[src/rtl/tbdh_pkg.sv]
// Shared types, constants and codes of the two-button debounce block
`timescale 1ns / 1ps

package tbdh_pkg;

    // Time and register widths
    localparam int TIME_WIDTH_DEF  = 32;
    localparam int NOW_WIDTH       = 32;
    localparam int CFG_WIDTH       = 16;
    localparam int IN_TDATA_WIDTH  = 40;
    localparam int OUT_TDATA_WIDTH = 8;
    localparam int APB_ADDR_WIDTH  = 3;
    localparam int APB_DATA_WIDTH  = 32;

    // Register reset values in milliseconds
    localparam logic [CFG_WIDTH-1:0] DEBOUNCE_RESET = 16'd50;
    localparam logic [CFG_WIDTH-1:0] HOLD_RESET     = 16'd2000;

    // Register select, taken from address bit 2
    localparam logic REG_SEL_DEBOUNCE = 1'b0;
    localparam logic REG_SEL_HOLD     = 1'b1;

    // First button event codes
    typedef logic [1:0] talk_event_t;
    localparam talk_event_t EVT_NONE = 2'd0;
    localparam talk_event_t EVT_DOWN = 2'd1;
    localparam talk_event_t EVT_UP   = 2'd2;

    // Configuration register contents
    typedef struct packed {
        logic [CFG_WIDTH-1:0] debounce_time;
        logic [CFG_WIDTH-1:0] hold_time;
    } tbdh_cfg_t;

    // Debounced button status for the current poll
    typedef struct packed {
        logic changed;
        logic level;
    } tbdh_btn_t;

    // Second button press events
    typedef struct packed {
        logic aux_short;
        logic aux_hold;
    } tbdh_aux_evt_t;

endpackage

[src/rtl/two_button_debounce_hold.sv]
// Two-button debounce with press events and long-press hold detection
//
// Usage: each slave-side stream transaction is one poll carrying the current
// millisecond time and the raw levels of two buttons. Every poll yields
// exactly one master-side transaction with the first button's down/up event,
// the second button's short-press and hold flags, and both debounced levels.
// A poll goes through the input register and then the result register,
// which drives m_tdata; one poll is taken per cycle unless m_tready stalls.
// The rate is set by the state update between the input register and the
// result register, so each poll sees the state left by the one before it.
// When m_tready is low the result register holds its transaction and the
// input register still takes one more poll; s_tready then falls until the
// result is taken. Reset clears all button state and both valid flags, and
// loads debounce_time = 50 ms and hold_time = 2000 ms; no clearing pass. The APB port
// writes the two times (byte address 0 and 4); the user must do so only while idle, as the block does not check it.
`timescale 1ns / 1ps

module two_button_debounce_hold
    import tbdh_pkg::*;
#(
    parameter int TIME_WIDTH = TIME_WIDTH_DEF
)
(
    input  logic                       clk,
    input  logic                       rst_n,
    // s_tdata: now_ms[31:0], talk_raw[32], aux_raw[33], zero [39:34]
    input  logic                       s_tvalid,
    output logic                       s_tready,
    input  logic [IN_TDATA_WIDTH-1:0]  s_tdata,
    // m_tdata: talk_event[1:0], aux_short[2], aux_hold[3], talk_level[4],
    //          aux_level[5], zero [7:6]
    output logic                       m_tvalid,
    input  logic                       m_tready,
    output logic [OUT_TDATA_WIDTH-1:0] m_tdata,
    input  logic                       psel,
    input  logic                       penable,
    input  logic                       pwrite,
    input  logic [APB_ADDR_WIDTH-1:0]  paddr,
    input  logic [APB_DATA_WIDTH-1:0]  pwdata,
    output logic [APB_DATA_WIDTH-1:0]  prdata,
    output logic                       pready
);

    tbdh_cfg_t             cfg;
    tbdh_btn_t             talk_st;
    tbdh_btn_t             aux_st;
    tbdh_aux_evt_t         aux_evt;
    talk_event_t           talk_event;

    logic                  in_valid_reg;
    logic                  in_valid_next;
    logic [TIME_WIDTH-1:0] in_now_reg;
    logic                  in_talk_reg;
    logic                  in_aux_reg;
    logic                  out_valid_reg;
    logic                  out_valid_next;
    logic [5:0]            out_data_reg;
    logic [5:0]            result;
    logic                  s_take;
    logic                  advance;
    logic                  fire;

    // Handshake: move on when the result register is free or being taken
    assign advance  = !out_valid_reg || m_tready;
    assign fire     = in_valid_reg && advance;
    assign s_tready = !in_valid_reg || advance;
    assign s_take   = s_tvalid && s_tready;

    always_comb
    begin
        in_valid_next = in_valid_reg;
        if (s_take)
            in_valid_next = 1'b1;
        else if (fire)
            in_valid_next = 1'b0;
        out_valid_next = advance ? in_valid_reg : out_valid_reg;
    end

    always_ff @(posedge clk or negedge rst_n)
    begin
        if (!rst_n)
        begin
            in_valid_reg  <= 1'b0;
            out_valid_reg <= 1'b0;
        end
        else
        begin
            in_valid_reg  <= in_valid_next;
            out_valid_reg <= out_valid_next;
        end
    end

    // Capture the poll; time is cut or zero-extended to the internal width
    always_ff @(posedge clk)
    begin
        if (s_take)
        begin
            in_now_reg  <= TIME_WIDTH'({{NOW_WIDTH{1'b0}}, s_tdata[NOW_WIDTH-1:0]});
            in_talk_reg <= s_tdata[NOW_WIDTH];
            in_aux_reg  <= s_tdata[NOW_WIDTH+1];
        end
    end

    tbdh_cfg u_cfg (
        .clk     (clk),
        .rst_n   (rst_n),
        .psel    (psel),
        .penable (penable),
        .pwrite  (pwrite),
        .paddr   (paddr),
        .pwdata  (pwdata),
        .prdata  (prdata),
        .pready  (pready),
        .cfg     (cfg)
    );

    tbdh_debounce #(
        .TIME_WIDTH (TIME_WIDTH)
    ) u_talk (
        .clk           (clk),
        .rst_n         (rst_n),
        .fire          (fire),
        .raw           (in_talk_reg),
        .now           (in_now_reg),
        .debounce_time (cfg.debounce_time),
        .status        (talk_st)
    );

    tbdh_debounce #(
        .TIME_WIDTH (TIME_WIDTH)
    ) u_aux (
        .clk           (clk),
        .rst_n         (rst_n),
        .fire          (fire),
        .raw           (in_aux_reg),
        .now           (in_now_reg),
        .debounce_time (cfg.debounce_time),
        .status        (aux_st)
    );

    tbdh_hold #(
        .TIME_WIDTH (TIME_WIDTH)
    ) u_hold (
        .clk       (clk),
        .rst_n     (rst_n),
        .fire      (fire),
        .now       (in_now_reg),
        .aux       (aux_st),
        .hold_time (cfg.hold_time),
        .evt       (aux_evt)
    );

    // Build the result transaction
    always_comb
    begin
        if (!talk_st.changed)
            talk_event = EVT_NONE;
        else if (talk_st.level)
            talk_event = EVT_DOWN;
        else
            talk_event = EVT_UP;
    end

    assign result = {aux_st.level, talk_st.level, aux_evt.aux_hold,
                     aux_evt.aux_short, talk_event};

    always_ff @(posedge clk)
    begin
        if (fire)
            out_data_reg <= result;
    end

    assign m_tvalid = out_valid_reg;
    assign m_tdata  = {{(OUT_TDATA_WIDTH - 6){1'b0}}, out_data_reg};

endmodule

[src/rtl/tbdh_cfg.sv]
// APB register file holding the debounce and hold times
`timescale 1ns / 1ps

module tbdh_cfg
    import tbdh_pkg::*;
(
    input  logic                      clk,
    input  logic                      rst_n,
    input  logic                      psel,
    input  logic                      penable,
    input  logic                      pwrite,
    input  logic [APB_ADDR_WIDTH-1:0] paddr,
    input  logic [APB_DATA_WIDTH-1:0] pwdata,
    output logic [APB_DATA_WIDTH-1:0] prdata,
    output logic                      pready,
    output tbdh_cfg_t                 cfg
);

    logic                 wr_en;
    logic [CFG_WIDTH-1:0] debounce_reg;
    logic [CFG_WIDTH-1:0] debounce_next;
    logic [CFG_WIDTH-1:0] hold_reg;
    logic [CFG_WIDTH-1:0] hold_next;
    logic [CFG_WIDTH-1:0] rd_val;

    assign pready = 1'b1;
    assign wr_en  = psel && penable && pwrite && pready;

    // Decode the write transaction
    always_comb
    begin
        debounce_next = debounce_reg;
        hold_next     = hold_reg;
        if (wr_en)
        begin
            unique case (paddr[2])
                REG_SEL_DEBOUNCE: debounce_next = pwdata[CFG_WIDTH-1:0];
                REG_SEL_HOLD:     hold_next     = pwdata[CFG_WIDTH-1:0];
                default:          debounce_next = debounce_reg;
            endcase
        end
    end

    always_ff @(posedge clk or negedge rst_n)
    begin
        if (!rst_n)
        begin
            debounce_reg <= DEBOUNCE_RESET;
            hold_reg     <= HOLD_RESET;
        end
        else
        begin
            debounce_reg <= debounce_next;
            hold_reg     <= hold_next;
        end
    end

    // Return the selected register
    always_comb
    begin
        unique case (paddr[2])
            REG_SEL_DEBOUNCE: rd_val = debounce_reg;
            REG_SEL_HOLD:     rd_val = hold_reg;
            default:          rd_val = debounce_reg;
        endcase
    end

    assign prdata = {{(APB_DATA_WIDTH - CFG_WIDTH){1'b0}}, rd_val};

    assign cfg.debounce_time = debounce_reg;
    assign cfg.hold_time     = hold_reg;

endmodule

[src/rtl/tbdh_debounce.sv]
// Debounce state and level decision for one button
`timescale 1ns / 1ps

module tbdh_debounce
    import tbdh_pkg::*;
#(
    parameter int TIME_WIDTH = TIME_WIDTH_DEF
)
(
    input  logic                  clk,
    input  logic                  rst_n,
    input  logic                  fire,
    input  logic                  raw,
    input  logic [TIME_WIDTH-1:0] now,
    input  logic [CFG_WIDTH-1:0]  debounce_time,
    output tbdh_btn_t             status
);

    logic                  prev_raw_reg;
    logic                  prev_raw_next;
    logic                  stable_reg;
    logic                  stable_next;
    logic [TIME_WIDTH-1:0] change_at_reg;
    logic [TIME_WIDTH-1:0] change_at_next;
    logic [TIME_WIDTH-1:0] elapsed;
    logic                  raw_moved;
    logic                  accept;

    // Elapsed time since the last raw change, wrapping
    assign elapsed   = now - change_at_reg;
    assign raw_moved = (raw != prev_raw_reg);
    assign accept    = !raw_moved && (raw != stable_reg) &&
                       (elapsed >= TIME_WIDTH'(debounce_time));

    // A raw change only records itself; a steady level may be accepted
    always_comb
    begin
        prev_raw_next  = prev_raw_reg;
        change_at_next = change_at_reg;
        stable_next    = stable_reg;
        if (fire)
        begin
            if (raw_moved)
            begin
                prev_raw_next  = raw;
                change_at_next = now;
            end
            else if (accept)
            begin
                stable_next = raw;
            end
        end
    end

    always_ff @(posedge clk or negedge rst_n)
    begin
        if (!rst_n)
        begin
            prev_raw_reg  <= 1'b0;
            stable_reg    <= 1'b0;
            change_at_reg <= '0;
        end
        else
        begin
            prev_raw_reg  <= prev_raw_next;
            stable_reg    <= stable_next;
            change_at_reg <= change_at_next;
        end
    end

    assign status.changed = accept;
    assign status.level   = accept ? raw : stable_reg;

endmodule

[src/rtl/tbdh_hold.sv]
// Short press and long hold detection for the second button
`timescale 1ns / 1ps

module tbdh_hold
    import tbdh_pkg::*;
#(
    parameter int TIME_WIDTH = TIME_WIDTH_DEF
)
(
    input  logic                  clk,
    input  logic                  rst_n,
    input  logic                  fire,
    input  logic [TIME_WIDTH-1:0] now,
    input  tbdh_btn_t             aux,
    input  logic [CFG_WIDTH-1:0]  hold_time,
    output tbdh_aux_evt_t         evt
);

    logic [TIME_WIDTH-1:0] press_at_reg;
    logic [TIME_WIDTH-1:0] press_at_next;
    logic                  hold_done_reg;
    logic                  hold_done_next;
    logic                  pressed;
    logic [TIME_WIDTH-1:0] press_at_eff;
    logic                  hold_done_eff;
    logic [TIME_WIDTH-1:0] held_for;
    logic                  hold_fire;

    // A fresh debounced press restarts the hold timer
    assign pressed       = aux.changed && aux.level;
    assign press_at_eff  = pressed ? now : press_at_reg;
    assign hold_done_eff = pressed ? 1'b0 : hold_done_reg;
    assign held_for      = now - press_at_eff;
    assign hold_fire     = aux.level && !hold_done_eff &&
                           (held_for >= TIME_WIDTH'(hold_time));

    assign evt.aux_short = aux.changed && !aux.level && !hold_done_reg;
    assign evt.aux_hold  = hold_fire;

    always_comb
    begin
        press_at_next  = press_at_reg;
        hold_done_next = hold_done_reg;
        if (fire)
        begin
            press_at_next  = press_at_eff;
            hold_done_next = hold_done_eff || hold_fire;
        end
    end

    always_ff @(posedge clk or negedge rst_n)
    begin
        if (!rst_n)
        begin
            press_at_reg  <= '0;
            hold_done_reg <= 1'b0;
        end
        else
        begin
            press_at_reg  <= press_at_next;
            hold_done_reg <= hold_done_next;
        end
    end

endmodule

[config.mk]
export PLATFORM = sky130hd
export DESIGN_NAME = two_button_debounce_hold
export DESIGN_NICKNAME = d
export VERILOG_FILES = /design/src/rtl/tbdh_pkg.sv /design/src/rtl/two_button_debounce_hold.sv /design/src/rtl/tbdh_cfg.sv /design/src/rtl/tbdh_debounce.sv /design/src/rtl/tbdh_hold.sv
export SDC_FILE = /design/constraint.sdc
export NUM_CORES = 1
export LEC_CHECK = 0
export ABC_AREA = 1
export BUFFER_PORTS_ARGS = -buffer_cell sky130_fd_sc_hd__buf_2
export CORE_UTILIZATION = 30
export CTS_BUF_LIST = sky130_fd_sc_hd__clkbuf_8
export DETAILED_ROUTE_END_ITERATION = 10
export GPL_ROUTABILITY_DRIVEN = 0
export PLACE_DENSITY_LB_ADDON = 0.1
export SYNTH_ARGS = -nofsm -noshare
export SYNTH_HDL_FRONTEND = slang
export SYNTH_SLANG_ARGS = --single-unit
[constraint.sdc]
create_clock -name clk -period 8.9 [get_ports clk]
set_clock_uncertainty 0.2 [all_clocks]
set_input_delay 0.445 -clock clk [delete_from_list [all_inputs] [get_ports clk]]
set_output_delay 0.445 -clock clk [all_outputs]
set_load 0.05 [all_outputs]
==> results of run 1 <==
==> logic make-up after synthesis <==
kind of cell,share of synthesized area [%]
mux,0.0701
fa+ha+maj,12.5
flops,32.1
buf+inv,11.9
compound gates,13.2
other cells,0.0526
xor+xnor,3.99
simple gates,26.2
==> report_power, final <==
part	switching, mW	leakage, nW	total (mW)	internal (mW)
Clock	0.337	0.195	0.589	0.252
Combinational	2.27	6.25	3.54	1.27
Sequential	0.175	2.04	1.26	1.08
==> final timing paths <==
path                                    startpoint                      end  slack [ns]
max                                  in_now_reg[7]          out_data_reg[3]        0.84
min                        u_hold.press_at_reg[18]  u_hold.press_at_reg[18]        0.29
max reg2reg                          in_now_reg[7]          out_data_reg[3]        0.84
min reg2reg                u_hold.press_at_reg[18]  u_hold.press_at_reg[18]        0.29
max in group asynchronous                    rst_n  u_aux.change_at_reg[29]        6.87
min in group asynchronous                    rst_n    u_cfg.debounce_reg[7]        0.33
==> synthesized netlist by cell type, types with 5 or more instances <==
cell / instances / area [um^2]
edfxtp_1: 40 / 1200
a21o_1: 6 / 45.0
xnor2_1: 23 / 201
clkbuf_1: 30 / 113
nand4_1: 19 / 119
inv_1: 365 / 1370
nand3_1: 74 / 370
buf_4: 19 / 143
nor3_1: 18 / 90.1
and2_1: 6 / 37.5
inv_2: 8 / 30.0
nor2_2: 6 / 37.5
a21oi_1: 105 / 526
nand3b_1: 8 / 60.1
ha_1: 138 / 1730
dfrtp_1: 126 / 3150
o21ai_0: 208 / 1040
nand2_1: 624 / 2340
dfstp_2: 9 / 236
o21bai_1: 6 / 45.0
xor2_1: 42 / 368
nand2_2: 13 / 81.3
nor2_1: 115 / 432
o21a_1: 5 / 37.5
==> metal layers <==
layer,GRT usage [%],vias to the layer above,share of wire (%)
li1,-,6800,-
met1,26.7,6024,51
met2,30.2,167,45
met3,3.05,36,2.9
met4,5.03,0,1.4
met5,0,-,0
==> final cells by class <==
type	instances	area, um^2
multi-input cells	1483	8070
inverters	375	1410
well taps	607	759
diodes	1	2.50
fillers	5135	30500
repair buffers	142	1010
clock buffers	17	234
flip-flops and latches	175	4590
clock inverters	15	161
==> stage by stage <==
| step | utilization (%) | cells | setup slack [ns] |
|---|---|---|---|
| global route | 34.7 | 2815 | 0.185 |
| floorplan | - | 2086 | 2.61 |
| detailed placement | 32.7 | 2727 | 0.736 |
| CTS | 34.7 | 2814 | 0.692 |
| global placement | 32.7 | 2727 | 0.704 |
| finish | 34.7 | 2815 | 0.844 |
==> worst min-delay path, stage by stage, from the launching register on <==
cell     delay [ns]
dfrtp_1        0.35
nand2_1        0.05
o21ai_0        0.06
==> layout by cell type, fill, tap and decap left out, types with 3 or more instances in the layout <==
master         count
and3_1             3
buf_2             80
inv_6              3
nor2_1           115
inv_1            365
nor4_1             3
clkinvlp_4         3
a31oi_1            4
a221oi_1           3
dfrtp_1          126
o21ai_0          207
a21o_1             6
nor3_1            18
clkinv_2           3
conb_1            19
or2_2              4
dfstp_2            9
xor2_1            42
a21oi_1          105
nand3b_1           8
clkinv_4           3
nand3_1           74
o21bai_1           6
nand4_1           19
nand2_1          621
xnor2_1           23
clkbuf_8          17
edfxtp_1          40
and2_1             6
nor2_2             6
nand2_2           16
buf_4              6
o221ai_1           4
nand3_2            4
ha_1             138
o21a_1             5
fa_1               3
o31ai_1            3
inv_2              8
dlygate4sd3_1     55
==> repair_timing <==
item,CTS,global route
buffers inserted,0,0
endpoints found under the hold margin,141,0
hold buffers,55,0
resized for setup,0,1
setup endpoints to repair,0,1
==> out/metrics.cfg, run 1 <==
[route]
dr.first_iter.drc_count=691
ant_nets=0
drc=0
first_pass_iters=5
drt_wl_total_mm=44.2
dr_total_vias=13000
wl_per_cell_um=15.7
viasPerCell=4.63

[die]
num_rows=79
coreArea_um2=46800
dieWidth_um=220
die_h_um=220
io_pins=125
die_area_um2=48500
start_util_pct=30.5

[power_and_ir_drop]
powerDensity_nw_per_um2=332
vdd_drop_max_mv=0.156
power.total_mw=5.38
p_leak_nw=8.49

[grt]
grt_pass1_wl_mm=69.0
grt_max_degree=84
grtUsageTotal_pct=19.0
gr-total-overflow=0
antenna_found_initial=1
grt_pass1_vias=12400

[sta]
slew_violations=0
hold_ws_ns=0.288
fin_setup_tns_ns=0
rsz0062_at_grt=no
timing.final.crit_share_pct=90.5
period_needed_ns=8.06
hold_viol=0
setup_viol=0
fmax_ghz=0.124
tightest_slew_ns=1.04
max_slew_margin_pct=30.8

[cells_and_area]
final_nets=2417
fin_area_um2=16200
drive_gt1_share_pct=7.88
area.growth.synth_to_final_pct=13.7

[yosys]
synth_area_um2=14300
synth-seq-cells=175
synthArstFlopShare_pct=77.1
avgSynthCellArea_um2=6.90
synth-main-ff-cell=dfrtp_1
synth-seq-area-share_pct=32.1
synth_cell_types=50
synth_warnings=0
synth_edf_count=40
synth_cells=2069

[worst_hold_path]
hp-class=flop to flop
hold-path-cell-count=2

[worst_setup_path]
end_kind=flop
slowest_delay_ns=0.58
critical_path_depth=45
r2r_cells=45
cp-start-kind=flop
cp_num_buf_inv=4
worst_path_max_delay_cell=edfxtp_1
crit_required_ns=9.02
setup.worst_path.class=flop to flop
critical_path.top_delay_family=simple AND/OR/NAND/NOR gates
crit_fanout=23
crit_top_cell=nand2_1
worst_ep_arrival_time_ns=8.18

[cts]
cts_sinks=175
cts_made_buffers=17
htree_levels=4
clkLatencyLatePin_ns=0.56
path_clk_slew_ns=0.09
cts_buffer_depth=2
clockRootBuffer=clkbuf_8
cts_tree=yes

[outcome]
outcome=finished clean

[place]
detailed_place.area_um2=15300
dp_hpwl_mm=35.8
io_buffers=81

[job]
cap_viol_max_count=0

No activity file was read; power rests on OpenSTA's default activity.
==> run 2: changes to the inputs <==
CORE_UTILIZATION = 63   (was 30)
==> run 2 against run 1 <==
  * Clock power rose by 1%
  * Highest routed layer unchanged
  * Register-to-register slack got worse by 0.24 ns
  * Critical endpoint unchanged
  * Die area down 52%
==> out/metrics.cfg, run 2 (synthesis gave the netlist of run 1 again) <==
[route]
dr_total_vias=13500  ; +3.4%
drc=0  ; unchanged
viasPerCell=5.43  ; +17%
drt-met1-wl_mm=17.2  ; -23%
routed-wl-met3_mm=2.51  ; +97%
wl_per_cell_um=15.1  ; -4.1%
dr.first_iter.drc_count=965  ; +40%
met2_length_mm=16.5  ; -17%
drt_wl_total_mm=37.4  ; -15%
top_layer_used=met4
ant_nets=0  ; unchanged
first_pass_iters=8  ; +3

[worst_setup_path]
worst_path_max_delay_cell=edfxtp_1
worst_ep_arrival_time_ns=8.35  ; +0.17 ns
crit_top_cell=nand2_1
startpoint=in_now_reg[7]
cp-start-kind=flop
crit_required_ns=8.96  ; -0.06 ns
slowest_delay_ns=0.56  ; -0.02 ns
setup.worst_path.class=flop to flop
end_kind=flop
cp_num_buf_inv=6  ; +2
crit_fanout=23  ; unchanged
r2r_cells=49  ; +8.9%
critical_path.top_delay_family=simple AND/OR/NAND/NOR gates
critical_path_depth=49  ; +8.9%
r2r-start=in_now_reg[7]

[cells_and_area]
antenna_cells=0  ; -1
regArea_um2=4590  ; unchanged
fill_cells=1883  ; -63%
area.growth.synth_to_final_pct=10.5
final_common_cell=nand2_1
drive_gt1_share_pct=7.91  ; +0.025 points
final_nets=2410  ; -0.29%
multi_input_area_um2=8080  ; +0.11%
final_cell_mix=621 x nand2_1, 365 x inv_1, 208 x o21ai_0
utilization_pct=71.7  ; +37 points

[worst_hold_path]
hp-class=input port to flop
hp-start=pwdata[0]
hold-path-cell-count=3  ; +1

[grt]
gr-total-overflow=0  ; unchanged
antenna_found_initial=0  ; -1
grt_pass1_wl_mm=61.4  ; -11%
grt_max_degree=76  ; -9.5%
grtUsageTotal_pct=33.2  ; +14 points
grt_pass1_vias=12700  ; +2.4%

[die]
die_h_um=153  ; -31%
io_pins=125  ; unchanged
dieWidth_um=153  ; -31%
num_rows=54  ; -32%
coreArea_um2=22000  ; -53%
die_area_um2=23300  ; -52%
start_util_pct=64.8  ; +34 points

[sta]
fin_setup_tns_ns=0  ; unchanged
hold_viol=0  ; unchanged
fmax_ghz=0.121  ; -2.9%
slew_violations=0  ; unchanged
timing.final.crit_share_pct=93.2  ; +2.7 points
hold_ws_ns=0.0310  ; -0.257 ns
tightest_slew_ns=1.17  ; +0.136 ns
setup_viol=0  ; unchanged
max_slew_margin_pct=21.9  ; -8.9 points
period_needed_ns=8.30  ; +0.242 ns
rsz0062_at_grt=no

[cts]
cts_made_buffers=17  ; unchanged
cts_sinks=175  ; unchanged
cts_tree=yes
path_clk_slew_ns=0.12  ; +0.03 ns
cts_buffer_depth=2  ; unchanged
htree_levels=4  ; unchanged
clockRootBuffer=clkbuf_8
clkLatencyLatePin_ns=0.49  ; -0.07 ns

[power_and_ir_drop]
powerDensity_nw_per_um2=336  ; +1.4%
p_leak_nw=8.48  ; about the same
vdd_drop_max_mv=0.175  ; +12%

[outcome]
outcome=finished clean

[place]
io_buffers=81  ; unchanged
dp_hpwl_mm=29.2  ; -18%

[job]
cap_viol_max_count=0  ; unchanged

==> run 2: metrics by stage <==
stage	instances	setup WS, ns	power [mW]	cell area, um^2
after floorplan	2086	2.61	3.84	14300
after global placement	2400	0.893	4.51	14900
after detailed placement	2400	0.685	4.63	14900
after CTS	2480	0.625	5.27	15800
after global routing	2480	0.0143	5.85	15800
final	2480	0.603	5.31	15800
==> run 2: worst paths after layout <==
path	endpoint	slack [ns]
min reg2reg	u_aux.change_at_reg[16]	0.29
min	u_cfg.hold_reg[0]	0.03
min in group asynchronous	u_cfg.hold_reg[14]	0.29
max reg2reg	out_data_reg[3]	0.60
max	out_data_reg[3]	0.60
max in group asynchronous	u_aux.prev_raw_reg	6.79
==> run 2: timing repair <==
item / 4_1_cts / 5_1_grt
hold endpoints to repair: 100 / 0
hold buffers: 48 / 0
endpoints found under the setup margin: 0 / 1
resized for setup: 0 / 1
buffers inserted: 0 / 0
==> run 2: worst register-to-register path, delay by kind of cell, from the launching register on <==
| kind | cells | cell delay, ns |
|---|---|---|
| fa+ha+maj | 4 | 1.44 |
| buf+inv | 6 | 0.46 |
| flops | 1 | 0.56 |
| compound gates | 7 | 1.13 |
| xor+xnor | 2 | 0.47 |
| simple gates | 30 | 3.80 |
==> run 2: where the power goes <==
part / switching [mW] / internal [mW] / leakage [nW]
clock: 0.356 / 0.241 / 0.214
sequential: 0.159 / 1.08 / 2.04
combinational: 2.20 / 1.27 / 6.22
total: 2.72 / 2.59 / 8.48
==> run 2: layout make-up <==
cell class	count	share of cell area (%)
Timing Repair Buffer	135	5.94
Inverter	375	8.92
Tap cell	280	2.22
Sequential cell	175	29.1
Clock buffer	17	1.48
Multi-Input combinational cell	1483	51.2
Clock inverter	15	1.20
==> run 2: routing by layer <==
| metal | up-vias | track usage (%) |
|---|---|---|
| li1 | 6787 | - |
| met3 | 67 | 5.49 |
| met5 | - | 0 |
| met4 | 0 | 12.5 |
| met1 | 6193 | 45.4 |
| met2 | 426 | 53.0 |
